==> src/hw/rtl/srl_pkg.sv <==
// shared types and constants of the sensor record logger
package srl_pkg;

	// command codes
	typedef enum logic [1:0] {
		ACT_PUSH  = 2'd0,
		ACT_READ  = 2'd1,
		ACT_START = 2'd2,
		ACT_STOP  = 2'd3
	} action_t;

	// result status codes
	typedef enum logic [2:0] {
		STS_OK          = 3'd0,
		STS_NOT_RUNNING = 3'd1,
		STS_FULL        = 3'd2,
		STS_NO_ENTRY    = 3'd3,
		STS_NO_PERIOD   = 3'd4
	} status_t;

	// controller states
	typedef enum logic [1:0] {
		ST_IDLE   = 2'd0,
		ST_EVAL   = 2'd1,
		ST_COMMIT = 2'd2
	} ctrl_state_t;

	// register index decoded from the word address bit
	localparam logic REG_SAMPLE_PERIOD = 1'b0;
	localparam logic [7:0] PERIOD_RESET = 8'hFF;
	localparam logic [7:0] PERIOD_UNSET_LO = 8'h00;
	localparam logic [7:0] PERIOD_UNSET_HI = 8'hFF;

	// input and record field clamps
	localparam logic signed [15:0] TEMP_MIN = -16'sd4000;
	localparam logic signed [15:0] TEMP_MAX = 16'sd8750;
	localparam logic [15:0] HUM_MAX = 16'd10000;
	localparam logic [17:0] PRES_MIN = 18'd30000;
	localparam logic [17:0] PRES_MAX = 18'd110000;
	localparam logic [10:0] HPA_MIN = 11'd800;
	localparam logic [10:0] HPA_MAX = 11'd1200;
	localparam logic [7:0] P8_MAX = 8'd200;

	// rounding offsets
	localparam logic [13:0] HALF_STEP_50 = 14'd25;
	localparam logic [16:0] HALF_STEP_100 = 17'd50;

	// reciprocals: floor(x/50) = (x*RECIP_50) >> SHIFT_50 for x below 2^14
	localparam int SHIFT_50 = 20;
	localparam logic [14:0] RECIP_50 = 15'd20972;
	// floor(x/100) = (x*RECIP_100) >> SHIFT_100 for x below 2^17
	localparam int SHIFT_100 = 24;
	localparam logic [17:0] RECIP_100 = 18'd167773;

	// expansion constants
	localparam logic [14:0] TEMP_STEP = 15'd50;
	localparam logic [14:0] TEMP_OFFSET = 15'd4000;
	localparam logic [13:0] HUM_STEP = 14'd50;
	localparam logic [16:0] HPA_BASE = 17'd800;
	localparam logic [16:0] PA_PER_HPA = 17'd100;

	// controller to datapath
	typedef struct packed {
		logic    capture;
		logic    eval;
		logic    push;
		logic    start_run;
		logic    stop_run;
		logic    load_result;
		status_t status;
	} ctrl_cmd_t;

	// datapath to controller
	typedef struct packed {
		action_t action;
		logic    running;
		logic    full;
		logic    idx_ok;
		logic    period_ok;
	} dp_stat_t;

endpackage

==> src/hw/rtl/sensor_record_logger_top.sv <==
// top level of the sensor record logger
//
// A command beat (push, read, start or stop) is taken on the rising edge where start is
// high and busy is low. busy then stays high through ST_EVAL, for the reciprocal
// multiplies of the sample compression together with the registered read of the record
// store, and ST_COMMIT, for the store write, count update and result register load. The
// result appears in the following cycle with done high for exactly that one cycle and
// cannot be held off; busy is low by then. The sample period is written through the apb
// port at byte address 0; the user must write it only while no command is in flight,
// which the block does not enforce. Records live in a RECORD_DEPTH-entry memory with no
// clearing pass; only entries below the current count are ever returned.
module sensor_record_logger_top #(
	parameter int RECORD_DEPTH = 83
) (
	input  logic               clk,
	input  logic               arst_n,
	input  logic               start,
	output logic               busy,
	input  logic [1:0]         action,
	input  logic signed [15:0] temp_in,
	input  logic [15:0]        humidity_in,
	input  logic [17:0]        pressure_in,
	input  logic [7:0]         read_index,
	output logic               done,
	output logic [2:0]         status,
	output logic signed [14:0] temp_out,
	output logic [13:0]        humidity_out,
	output logic [16:0]        pressure_out,
	output logic [7:0]         record_count,
	input  logic               psel,
	input  logic               penable,
	input  logic               pwrite,
	input  logic [2:0]         paddr,
	input  logic [31:0]        pwdata,
	output logic [31:0]        prdata,
	output logic               pready
);
	import srl_pkg::*;

	ctrl_cmd_t  cmd;
	dp_stat_t   stat;
	logic [7:0] sample_period;

	// configuration registers
	srl_cfg u_cfg (
		.clk           (clk),
		.arst_n        (arst_n),
		.psel          (psel),
		.penable       (penable),
		.pwrite        (pwrite),
		.paddr         (paddr),
		.pwdata        (pwdata),
		.prdata        (prdata),
		.pready        (pready),
		.sample_period (sample_period)
	);

	// sequencer
	srl_ctrl u_ctrl (
		.clk    (clk),
		.arst_n (arst_n),
		.start  (start),
		.busy   (busy),
		.stat   (stat),
		.cmd    (cmd)
	);

	// datapath
	srl_dp #(
		.RECORD_DEPTH (RECORD_DEPTH)
	) u_dp (
		.clk           (clk),
		.arst_n        (arst_n),
		.cmd           (cmd),
		.stat          (stat),
		.sample_period (sample_period),
		.action        (action),
		.temp_in       (temp_in),
		.humidity_in   (humidity_in),
		.pressure_in   (pressure_in),
		.read_index    (read_index),
		.done          (done),
		.status        (status),
		.temp_out      (temp_out),
		.humidity_out  (humidity_out),
		.pressure_out  (pressure_out),
		.record_count  (record_count)
	);

endmodule

==> src/hw/rtl/srl_cfg.sv <==
// apb register block holding the sample period
module srl_cfg (
	input  logic        clk,
	input  logic        arst_n,
	input  logic        psel,
	input  logic        penable,
	input  logic        pwrite,
	input  logic [2:0]  paddr,
	input  logic [31:0] pwdata,
	output logic [31:0] prdata,
	output logic        pready,
	output logic [7:0]  sample_period
);
	import srl_pkg::*;

	logic [7:0] period_q;
	logic       wr_en;
	logic       sel_period;

	assign pready     = 1'b1;
	assign sel_period = (paddr[2] == REG_SAMPLE_PERIOD);
	assign wr_en      = psel && penable && pwrite && pready && sel_period;

	// sample period register
	always_ff @(posedge clk or negedge arst_n) begin
		if (!arst_n) begin
			period_q <= PERIOD_RESET;
		end else if (wr_en) begin
			period_q <= pwdata[7:0];
		end
	end

	// read back
	assign prdata        = sel_period ? {24'd0, period_q} : 32'd0;
	assign sample_period = period_q;

endmodule

==> src/hw/rtl/srl_ctrl.sv <==
// command sequencer of the sensor record logger
module srl_ctrl (
	input  logic              clk,
	input  logic              arst_n,
	input  logic              start,
	output logic              busy,
	input  srl_pkg::dp_stat_t stat,
	output srl_pkg::ctrl_cmd_t cmd
);
	import srl_pkg::*;

	ctrl_state_t state_q;
	ctrl_state_t state_d;

	// state register
	always_ff @(posedge clk or negedge arst_n) begin
		if (!arst_n) begin
			state_q <= ST_IDLE;
		end else begin
			state_q <= state_d;
		end
	end

	// next state
	always_comb begin
		state_d = state_q;
		case (state_q)
			ST_IDLE: begin
				if (start) state_d = ST_EVAL;
			end
			ST_EVAL:   state_d = ST_COMMIT;
			ST_COMMIT: state_d = ST_IDLE;
			default:   state_d = ST_IDLE;
		endcase
	end

	// command outputs
	always_comb begin
		cmd             = '0;
		cmd.status      = STS_OK;
		busy            = (state_q != ST_IDLE);
		case (state_q)
			ST_IDLE: begin
				cmd.capture = start;
			end
			ST_EVAL: begin
				cmd.eval = 1'b1;
			end
			ST_COMMIT: begin
				cmd.load_result = 1'b1;
				case (stat.action)
					ACT_PUSH: begin
						if (!stat.running) begin
							cmd.status = STS_NOT_RUNNING;
						end else if (stat.full) begin
							cmd.status = STS_FULL;
						end else begin
							cmd.push = 1'b1;
						end
					end
					ACT_READ: begin
						if (!stat.idx_ok) cmd.status = STS_NO_ENTRY;
					end
					ACT_START: begin
						if (stat.period_ok) begin
							cmd.start_run = 1'b1;
						end else begin
							cmd.status = STS_NO_PERIOD;
						end
					end
					default: begin
						cmd.stop_run = 1'b1;
					end
				endcase
			end
			default: begin
				cmd = '0;
			end
		endcase
	end

endmodule

==> src/hw/rtl/srl_dp.sv <==
// datapath: sample compression, record store, count and result registers
module srl_dp #(
	parameter int RECORD_DEPTH = 83
) (
	input  logic               clk,
	input  logic               arst_n,
	input  srl_pkg::ctrl_cmd_t cmd,
	output srl_pkg::dp_stat_t  stat,
	input  logic [7:0]         sample_period,
	input  logic [1:0]         action,
	input  logic signed [15:0] temp_in,
	input  logic [15:0]        humidity_in,
	input  logic [17:0]        pressure_in,
	input  logic [7:0]         read_index,
	output logic               done,
	output logic [2:0]         status,
	output logic signed [14:0] temp_out,
	output logic [13:0]        humidity_out,
	output logic [16:0]        pressure_out,
	output logic [7:0]         record_count
);
	import srl_pkg::*;

	localparam int AW = (RECORD_DEPTH > 1) ? $clog2(RECORD_DEPTH) : 1;
	localparam logic [7:0] DEPTH_C = 8'(RECORD_DEPTH);

	// captured beat
	action_t     action_q;
	logic [7:0]  idx_q;
	logic [13:0] tx_q;
	logic [13:0] hx_q;
	logic [16:0] px_q;

	// products
	logic [28:0] t_prod_s1;
	logic [28:0] h_prod_s1;
	logic [34:0] p_prod_s1;

	// store and state
	logic [23:0] mem [RECORD_DEPTH];
	logic [23:0] rd_data_q;
	logic [7:0]  count_q;
	logic        running_q;

	// results
	logic               done_q;
	status_t            status_q;
	logic signed [14:0] temp_q;
	logic [13:0]        hum_q;
	logic [16:0]        pres_q;
	logic [7:0]         rcount_q;

	// input clamp and rounding offset
	logic signed [15:0] t_clamp;
	logic signed [16:0] t_shift;
	logic [15:0]        h_clamp;
	logic [17:0]        p_clamp;
	logic [17:0]        p_round;

	always_comb begin
		if (temp_in < TEMP_MIN) begin
			t_clamp = TEMP_MIN;
		end else if (temp_in > TEMP_MAX) begin
			t_clamp = TEMP_MAX;
		end else begin
			t_clamp = temp_in;
		end
		t_shift = 17'(t_clamp) - 17'(TEMP_MIN) + 17'(HALF_STEP_50);
		h_clamp = (humidity_in > HUM_MAX) ? HUM_MAX : humidity_in;
		if (pressure_in < PRES_MIN) begin
			p_clamp = PRES_MIN;
		end else if (pressure_in > PRES_MAX) begin
			p_clamp = PRES_MAX;
		end else begin
			p_clamp = pressure_in;
		end
		p_round = p_clamp + 18'(HALF_STEP_100);
	end

	// capture the command beat
	always_ff @(posedge clk) begin
		if (cmd.capture) begin
			action_q <= action_t'(action);
			idx_q    <= read_index;
			tx_q     <= t_shift[13:0];
			hx_q     <= h_clamp[13:0] + HALF_STEP_50;
			px_q     <= p_round[16:0];
		end
	end

	// reciprocal multiplies and store read
	always_ff @(posedge clk) begin
		if (cmd.eval) begin
			t_prod_s1 <= 29'(tx_q) * 29'(RECIP_50);
			h_prod_s1 <= 29'(hx_q) * 29'(RECIP_50);
			p_prod_s1 <= 35'(px_q) * 35'(RECIP_100);
			rd_data_q <= mem[idx_q[AW-1:0]];
		end
	end

	// pack the record
	logic [7:0]  t8;
	logic [7:0]  rh8;
	logic [10:0] hpa;
	logic [10:0] hpa_c;
	logic [10:0] p_half;
	logic [7:0]  p8;
	logic [23:0] packed_rec;

	always_comb begin
		t8  = t_prod_s1[SHIFT_50 +: 8];
		rh8 = h_prod_s1[SHIFT_50 +: 8];
		hpa = p_prod_s1[SHIFT_100 +: 11];
		if (hpa < HPA_MIN) begin
			hpa_c = HPA_MIN;
		end else if (hpa > HPA_MAX) begin
			hpa_c = HPA_MAX;
		end else begin
			hpa_c = hpa;
		end
		p_half = hpa_c - HPA_MIN + 11'd1;
		p8     = (p_half[8:1] > P8_MAX) ? P8_MAX : p_half[8:1];
		packed_rec = {p8, rh8, t8};
	end

	// record store write
	always_ff @(posedge clk) begin
		if (cmd.push) begin
			mem[count_q[AW-1:0]] <= packed_rec;
		end
	end

	// count and running flag
	logic [7:0] count_d;

	always_comb begin
		if (cmd.push) begin
			count_d = count_q + 8'd1;
		end else if (cmd.start_run) begin
			count_d = 8'd0;
		end else begin
			count_d = count_q;
		end
	end

	always_ff @(posedge clk or negedge arst_n) begin
		if (!arst_n) begin
			count_q   <= 8'd0;
			running_q <= 1'b0;
		end else begin
			count_q <= count_d;
			if (cmd.start_run) begin
				running_q <= 1'b1;
			end else if (cmd.stop_run) begin
				running_q <= 1'b0;
			end
		end
	end

	// status toward the controller
	always_comb begin
		stat.action    = action_q;
		stat.running   = running_q;
		stat.full      = (count_q >= DEPTH_C);
		stat.idx_ok    = (idx_q < count_q) && (idx_q < DEPTH_C);
		stat.period_ok = (sample_period != PERIOD_UNSET_LO) &&
			(sample_period != PERIOD_UNSET_HI);
	end

	// record expansion
	logic        read_ok;
	logic [14:0] t_exp;
	logic [13:0] h_exp;
	logic [16:0] hpa_exp;
	logic [16:0] p_exp;

	always_comb begin
		read_ok = (action_q == ACT_READ) && (cmd.status == STS_OK);
		t_exp   = 15'(rd_data_q[7:0]) * TEMP_STEP - TEMP_OFFSET;
		h_exp   = 14'(rd_data_q[15:8]) * HUM_STEP;
		hpa_exp = {8'd0, rd_data_q[23:16], 1'b0} + HPA_BASE;
		p_exp   = hpa_exp * PA_PER_HPA;
	end

	// result strobe
	always_ff @(posedge clk or negedge arst_n) begin
		if (!arst_n) begin
			done_q <= 1'b0;
		end else begin
			done_q <= cmd.load_result;
		end
	end

	// result payload
	always_ff @(posedge clk) begin
		if (cmd.load_result) begin
			status_q <= cmd.status;
			rcount_q <= count_d;
			temp_q   <= read_ok ? signed'(t_exp) : 15'sd0;
			hum_q    <= read_ok ? h_exp : 14'd0;
			pres_q   <= read_ok ? p_exp : 17'd0;
		end
	end

	assign done         = done_q;
	assign status       = status_q;
	assign temp_out     = temp_q;
	assign humidity_out = hum_q;
	assign pressure_out = pres_q;
	assign record_count = rcount_q;

endmodule

==> config.mk <==
export PLATFORM = sky130hd
export DESIGN_NAME = sensor_record_logger_top
export DESIGN_NICKNAME = d
export VERILOG_FILES = /design/src/hw/rtl/srl_pkg.sv /design/src/hw/rtl/sensor_record_logger_top.sv /design/src/hw/rtl/srl_cfg.sv /design/src/hw/rtl/srl_ctrl.sv /design/src/hw/rtl/srl_dp.sv
export SDC_FILE = /design/constraint.sdc
export NUM_CORES = 2
export LEC_CHECK = 0
export BUFFER_PORTS_ARGS = -buffer_cell sky130_fd_sc_hd__buf_2
export CAP_MARGIN = 20
export CELL_PAD_IN_SITES_DETAIL_PLACEMENT = 2
export CELL_PAD_IN_SITES_GLOBAL_PLACEMENT = 2
export CORE_MARGIN = 1.5
export CORE_UTILIZATION = 40
export DETAILED_ROUTE_END_ITERATION = 6
export HOLD_SLACK_MARGIN = 0.1
export PLACE_DENSITY = 0.65
export SLEW_MARGIN = 25
export SYNTH_ARGS = -nofsm -noshare
export SYNTH_HDL_FRONTEND = slang
export SYNTH_SLANG_ARGS = --single-unit
==> constraint.sdc <==
create_clock -name clk -period 9.75 [get_ports clk]
set_clock_uncertainty 0.05 [all_clocks]
set_input_delay 1.95 -clock clk [delete_from_list [all_inputs] [get_ports clk]]
set_output_delay 1.95 -clock clk [all_outputs]
set_load 0.05 [all_outputs]
# ---- Word-level counts from Yosys, hierarchy flattened
# Memory sizes are Yosys's and may differ from the RTL's. A register that Yosys moved wholly into a read port is not among the register bits.
# Cells that the tools add are included.
dict set report word_totals {
  mem_bits_ro 0
  ff_bits 219
  output_inout_bits 92
  ram_bits 1992
  n_memories 1
  elab_cells 98
  latchBits 0
}
dict set report op_classes {
  eq_ne 6
  reduce_logical 13
  mux 31
  order_cmp 11
  n_mul 6
  n_bitwise 1
  n_addsub 9
  shifts 0
  div 0
}
# name depth width read_ports rd_clocked_by_memory_dff write_ports line
set mem_list {}
lappend mem_list {u_dp.mem 83 24 1 1 1 srl_dp.sv:40} ;# logic [23:0] mem [RECORD_DEPTH];
# op count
set ops {}
lappend ops {{multiplier 14 x 13 -> 26 bit (second input constant)} 2}
lappend ops {{2-to-1 mux 14 bit} 3}
lappend ops {{multiplier 17 x 18 -> 35 bit (second input constant)} 1}
lappend ops {{2-to-1 mux 17 bit} 2}
lappend ops {{2-to-1 mux 8 bit} 4}
lappend ops {{adder 14 x 5 -> 14 bit (second input constant)} 2}
lappend ops {{multiplier 8 x 5 -> 13 bit (second input constant)} 2}
lappend ops {{greater-than comparator 18 x 17 -> 1 bit (second input constant)} 1}
lappend ops {{< comparator 18 x 15 -> 1 bit (second input constant)} 1}
lappend ops {{2-to-1 mux 9 bit} 2}
lappend ops {{adder 17 x 6 -> 17 bit (second input constant)} 1}
lappend ops {{multiplier 17 x 5 -> 15 bit (second input constant)} 1}
lappend ops {{greater-than comparator 16 x 14 -> 1 bit (second input constant)} 1}
lappend ops {{greater-than comparator 16 x 15 -> 1 bit (second input constant)} 1}
lappend ops {{< comparator 16 x 13 -> 1 bit (second input constant)} 1}
lappend ops {{subtractor 14 x 12 -> 15 bit (second input constant)} 1}
lappend ops {{subtractor 14 x 13 -> 14 bit (second input constant)} 1}
lappend ops {{2-to-1 mux 1 bit} 12}
lappend ops {{adder 9 x 10 -> 11 bit (second input constant)} 1}
lappend ops {{greater-than comparator 11 bit (second input constant)} 1}
lappend ops {{< comparator 11 x 10 -> 1 bit (second input constant)} 1}
lappend ops {{adder 9 x 1 -> 9 bit (second input constant)} 1}
lappend ops {{one-hot mux 3 bit (3 select lines)} 1}
lappend ops {{subtractor 9 bit (second input constant)} 1}
lappend ops {{other kinds (20)} 32}

# ---- Logic depth before layout (Yosys ltp)
dict set report logic_depth {
  ltp_word 7
  ltp_mapped 22
  mapped_depth_nobuf 22
}

# ---- Modules after synthesis
# From an unflattened synthesis, not the netlist that was laid out.
dict set report hier_totals {
  cells_unflattened 5049
  area_unflattened_um2 97451.0
}
# module instances area_each_um2 cells_per_inst
set by_module_without_submodules {}
lappend by_module_without_submodules {srl_dp 1 96670.2 4977}
lappend by_module_without_submodules {srl_cfg 1 589.3 52}
lappend by_module_without_submodules {srl_ctrl 1 191.4 20}

# ---- Least setup slack after synthesis
# No wires, ideal clock.
dict set report synth_path {
  kind {reg2reg}
  start {reg u_dp.p_prod_s1[24]}
  end {mem u_dp.mem[0][18], data pin}
  stages_incl_launch_ff 18
  t_required_ns 8.642
  path_slack_ns 1.461
  arrival_ns 7.182
  synth_period_minus_slack_ns 8.289
  setup_ns 1.058
  cell_sequence {edfxtp_1 -> or4_1 -> a31oi_1 -> nor2b_1 -> o31ai_1 -> inv_2 -> nor2_1 -> and2_1 -> ha_1 -> and3_1 -> and2_1 -> nand2_1 -> nor2_1 -> a21oi_1 -> nor2_1 -> a31oi_1 -> o21a_1 -> nor4_1}
}
dict set report synth_between {
  elab_chain_cells 7
  word_cells_on_any_way 8
  classes_between {add/sub: 2; order compare: 3; mux: 3}
}
# item line
set synth_rtl {}
lappend synth_rtl {{start: declaration} srl_dp.sv:37} ;# logic [34:0] p_prod_s1;
lappend synth_rtl {{start signal: assignment} srl_dp.sv:96} ;# p_prod_s1 <= 35'(px_q) * 35'(RECIP_100);
lappend synth_rtl {{greater-than comparator 11 bit} srl_dp.sv:116} ;# end else if (hpa > HPA_MAX) begin
lappend synth_rtl {{2-to-1 mux 9 bit} srl_dp.sv:116}
lappend synth_rtl {{2-to-1 mux 9 bit (*)} srl_dp.sv:114} ;# if (hpa < HPA_MIN) begin
lappend synth_rtl {{subtractor 9 bit (*)} srl_dp.sv:121} ;# p_half = hpa_c - HPA_MIN + 11'd1;
lappend synth_rtl {{adder 9 x 1 -> 9 bit (*)} srl_dp.sv:121}
lappend synth_rtl {{greater-than comparator 8 bit} srl_dp.sv:122} ;# p8 = (p_half[8:1] > P8_MAX) ? P8_MAX : p_half[8:1];
lappend synth_rtl {{2-to-1 mux 8 bit (*)} srl_dp.sv:122}
lappend synth_rtl {{net u_dp.p8[2]} srl_dp.sv:107} ;# logic [7:0] p8;
lappend synth_rtl {{end: declaration} srl_dp.sv:40}
# Mark *: on every way through the listed nets, which the timed path passes. The rest lies on a longest branch.

# ---- Worst setup path in the final report
dict set report layout_path {
  start {reg u_dp.px_q[3]}
  end {reg u_dp.p_prod_s1[34], data pin}
}
dict set report layout_between {
  elab_chain_cells 1
}
# item line
set layout_rtl {}
lappend layout_rtl {{start: declaration} srl_dp.sv:32} ;# logic [16:0] px_q;
lappend layout_rtl {{start signal: assignment} srl_dp.sv:87} ;# px_q <= p_round[16:0];
lappend layout_rtl {{multiplier 17 x 18 -> 35 bit} srl_dp.sv:96}
# Every way passes these cells.
# A chain may end at the register's enable or synchronous reset.

==> results by group <==
Run status
  – Run status: completed

Timing
  – Final Setup Violations: 0
  – Max-slew headroom: between 20% and 30%
  – Min Tclk post-route: 6.70 ns
  – RSZ-0062 raised after global routing: no
  – Hold slack: 0.479 ns
  – PnR worst setup slack: 3.05 ns
  – Worst-margin pin slew: 1.13 ns
  – Final period utilization: 68.7%
  – Slew Limit Fails: 0
  – Final Hold Viols: 0
  – Fmax: 149 MHz
  – Setup TNS: 0 ns

GRT
  – Met1 GRT Util: between 30% and 40%
  – Most Crowded Layer GR: met2
  – Total GRT Usage: about 23%
  – Largest net degree at the start of global routing: between 100 and 150
  – GR Util met2: around two fifths
  – First-pass GRT wire length: 407 mm
  – Vias in the first global route: roughly 55000
  – Global route overflow: 0
  – Global routing usage on met3: 3.43%
  – Initial antenna violation count: 26

Synthesis
  – Largest family of logic cells by synthesized area: multiplexers
  – EDFF count, synth: about 2200
  – Post-synth design cell area: just under 100000 sq um
  – Yosys top cell by area: edfxtp_1
  – Async S/R FF share, synth: 0.922%
  – Synth area leaders: edfxtp_1, mux4_2, ha_1, fa_1, inv_1
  – Simple-gate portion of the synthesized area: roughly 2.2%
  – Cells after Synth: a little over 5000
  – Synth Area in Compound Gates: about 1.6%
  – Main synth FF type: edfxtp_1
  – Post-synthesis mux area share: between 10 and 15%
  – Synth Area in XOR/XNOR: 0.924%
  – YS warnings: 0
  – Syn_area_per_cell: just under 20 sq um
  – Adder-cell share of the synthesized area: 10.5%
  – Register bit count reported by yosys: ~2200
  – Synth cell types: 61
  – Area share of the largest cell type after synthesis: 66.2%
  – Sequential share of the synthesized area: 66.7%

Placed design
  – Placed cell areas: just over 100000 sq um
  – Port Buf Inserts: 136
  – Pre-CTS WS: between 3 and 4 ns
  – Gpl congestion: 0.775
  – DP HPWL: ~170 mm

Worst hold path
  – Worst hold path endpoint: u_ctrl.state_q[1]$_DFFE_PN0P_
  – Hold path depth: 1
  – Hold/Removal Path Class: register to register
  – Min-Delay Startpoint: u_ctrl.state_q[1]$_DFFE_PN0P_

Floorplan
  – Die area: between 200000 and 250000 sq um
  – Starting Density: around two fifths
  – IO Count: 193
  – Chip Height: around 500 um
  – Core Area: 243000 sq um
  – Die Wd: a little under 500 um
  – FP Rows: about 180

Worst setup path
  – WS Path Type: register to register
  – R2R Path End: u_dp.p_prod_s1[34]$_DFFE_PN_
  – R2R setup slack: a little over 3 ns
  – Endpoint class of the critical path: register
  – Worst path cell trace: fa_1, inv_1, fa_1, inv_1, fa_1, inv_1, fa_1, inv_1, fa_1, inv_1, fa_1, inv_1, ha_1, a211oi_1, o21ai_0, a21oi_1, o31a_1, o22ai_1, and3_1, or4_1, a31oi_1, xnor2_1
  – CP max stage delay: around 0.65 ns
  – WP data arrival: 7.25 ns
  – Critical-path top delay cell: fa_1
  – Crit Reg-Reg Startpoint: u_dp.px_q[3]$_DFFE_PP_
  – Worst setup SP type: register
  – Max FO, Critical Path: 7
  – R2R depth: 22
  – WP data required: 10.30 ns

Drt
  – Pre-antenna DRT Iters: 5
  – DR WL/cell: approximately 32 um
  – Post-DR vias/cell: around 5.6
  – Drt drc: 0
  – Via Count: approximately 50000
  – Post-route ant nets: 0
  – Initial DRC Count: approximately 4500
  – Routed Wire Length: roughly 280 mm

Power
  – Switching power: approximately 9300 uW
  – Gate power share: 29.3%
  – Total power: 29000 uW
  – Pint: slightly below 20000 uW
  – Clock Power Share: 30.4%
  – Max VDD drop: 0.190 mV
  – Sw Share: about a third
  – Sequential share of power: roughly two fifths
  – Pwr Density: about 260 nW/um^2
  – Static leakage: slightly below 0.04 uW

Clock tree
  – Root buffer cell: clkbuf_16
  – # clock sinks: between 2000 and 2500
  – CTS tree: built
  – Setup bufs post-CTS: 0
  – Post-CTS Resized: 0
  – Clock transition at path regs: 0.06 ns
  – Hold buffers post-CTS: 0
  – Clk buf depth: 3
  – CTS Buf Count: 224
  – H-tree levels: 4
  – Worst-Skew Late Latency: 0.90 ns

Cells and area
  – # fillers: 22145
  – P&R area growth vs syn: 14.5%
  – Post-Layout Inst Area: roughly 110000 sq um
  – Share of post-route cells with drive strength above 1: 24.3%
  – Final #Nets: about 6200

Run
  – Max-Cap Viols: 0
==> through the flow <==
stage	cells	util [%]
floorplan	5110	-
global placement	8346	42.3
detailed placement	8387	42.7
CTS	8808	45.8
global route	8828	46.0
finish	8832	46.0
==> worst max path at each step <==
| stage | start | to | slack (ns) | cells past startpoint |
|---|---|---|---|---|
| finish | u_dp.px_q[3]$_DFFE_PP_ | u_dp.p_prod_s1[34]$_DFFE_PN_ | 3.05 | 22 |
| global route | u_dp.px_q[3]$_DFFE_PP_ | u_dp.p_prod_s1[34]$_DFFE_PN_ | 2.74 | 22 |
| CTS | u_dp.px_q[3]$_DFFE_PP_ | u_dp.p_prod_s1[34]$_DFFE_PN_ | 2.99 | 22 |
| detailed placement | u_dp.px_q[3]$_DFFE_PP_ | u_dp.p_prod_s1[34]$_DFFE_PN_ | 3.05 | 22 |
| global placement | u_dp.px_q[3]$_DFFE_PP_ | u_dp.p_prod_s1[34]$_DFFE_PN_ | 3.09 | 22 |
| floorplan | u_dp.p_prod_s1[24]$_DFFE_PN_ | u_dp.mem[0][18]$_DFFE_PP_ | 1.46 | 17 |
==> layout make-up <==
type / instances / area (sq um) / area share [%]
Tap cell: 3202 / 4010 / 3.59
Clock inverter: 136 / 1550 / 1.39
Clock buffer: 285 / 5890 / 5.28
Inverter: 509 / 1910 / 1.71
Multi-Input combinational cell: 2227 / 30200 / 27.0
Timing Repair Buffer: 297 / 3050 / 2.73
Antenna cell: 6 / 15.0 / 0.0134
Sequential cell: 2170 / 65100 / 58.3
==> Yosys cell counts (8+ instances only) <==
cell / count
ha_1: 435
nor3_1: 17
mux2_2: 8
dfrtp_1: 12
fa_1: 242
clkbuf_1: 92
inv_1: 506
edfxtp_1: 2150
o21ai_0: 41
nor2_1: 223
xnor2_1: 63
mux2i_1: 49
nand2_1: 101
o21bai_1: 11
xor2_1: 40
nand4_1: 9
a21o_1: 28
nor2b_1: 19
mux4_2: 624
buf_4: 51
dfstp_2: 8
and2_1: 9
a21oi_1: 89
nor4_1: 9
o21a_1: 12
buf_2: 32
a31oi_1: 18
buf_1: 22
and3_1: 17
o21ai_1: 23
nand3_1: 35
==> critical path, delay by kind of cell, from the launching register on <==
family                   cells  cell delay (ns)
AO/OA/AOI/OAI                6             1.19
XOR/XNOR                     1             0.09
adder cells (fa/ha/maj)      7             3.46
buffers and inverters        6             0.34
flip-flops                   1             0.56
AND/OR/NAND/NOR              2             0.79
==> flip-flops by register name (all words and copies together), names as in the netlist, 2 cells and up <==
name,cells
u_dp.humidity_out,13
u_dp.t_prod_s1,8
u_dp.record_count,8
u_dp.count_q,8
u_dp.pressure_out,14
u_dp.rd_data_q,24
u_dp.h_prod_s1,8
u_dp.hx_q,14
u_dp.p_prod_s1,11
u_cfg.sample_period,8
u_dp.status,3
u_dp.px_q,17
u_dp.action_q,2
u_ctrl.state_q,2
u_dp.temp_out,14
u_dp.mem,1992
u_dp.idx_q,8
u_dp.tx_q,14
==> logic make-up after synthesis <==
group                    after synthesis
buffers and inverters                713
AO/OA/AOI/OAI                        258
AND/OR/NAND/NOR                      478
other                                  2
adder cells (fa/ha/maj)              677
flip-flops                          2170
XOR/XNOR                             103
multiplexers                         681
==> power by group through the flow <==
stage | logic [uW] | registers, uW | clock network [uW]
floorplan | 5220 | 12300 | 0
global placement | 8190 | 11900 | 0
detailed placement | 8540 | 11900 | 0
CTS | 8660 | 11700 | 8970
global route | 9640 | 11700 | 9250
finish | 8470 | 11700 | 8790
==> cells in the final DEF, fill, tap and decap left out, types with 40 or more instances in the layout <==
cell type	n
clkinv_1	40
buf_2	136
ha_1	435
nor2_1	135
xor2_1	40
mux2i_1	49
xnor2_1	63
fa_1	242
clkbuf_1	55
mux4_2	624
nor2_4	55
a21oi_1	88
inv_1	505
o21ai_0	41
edfxtp_1	2150
buf_16	42
buf_4	85
nand2_1	100
clkbuf_16	224
==> per-layer routing <==
layer	routed length, um	share of wire, %
met1	117000	41
met2	147000	52
met3	14400	5.1
met4	6640	2.3
met5	38	0.013
Power figures use the tool's default switching activity.
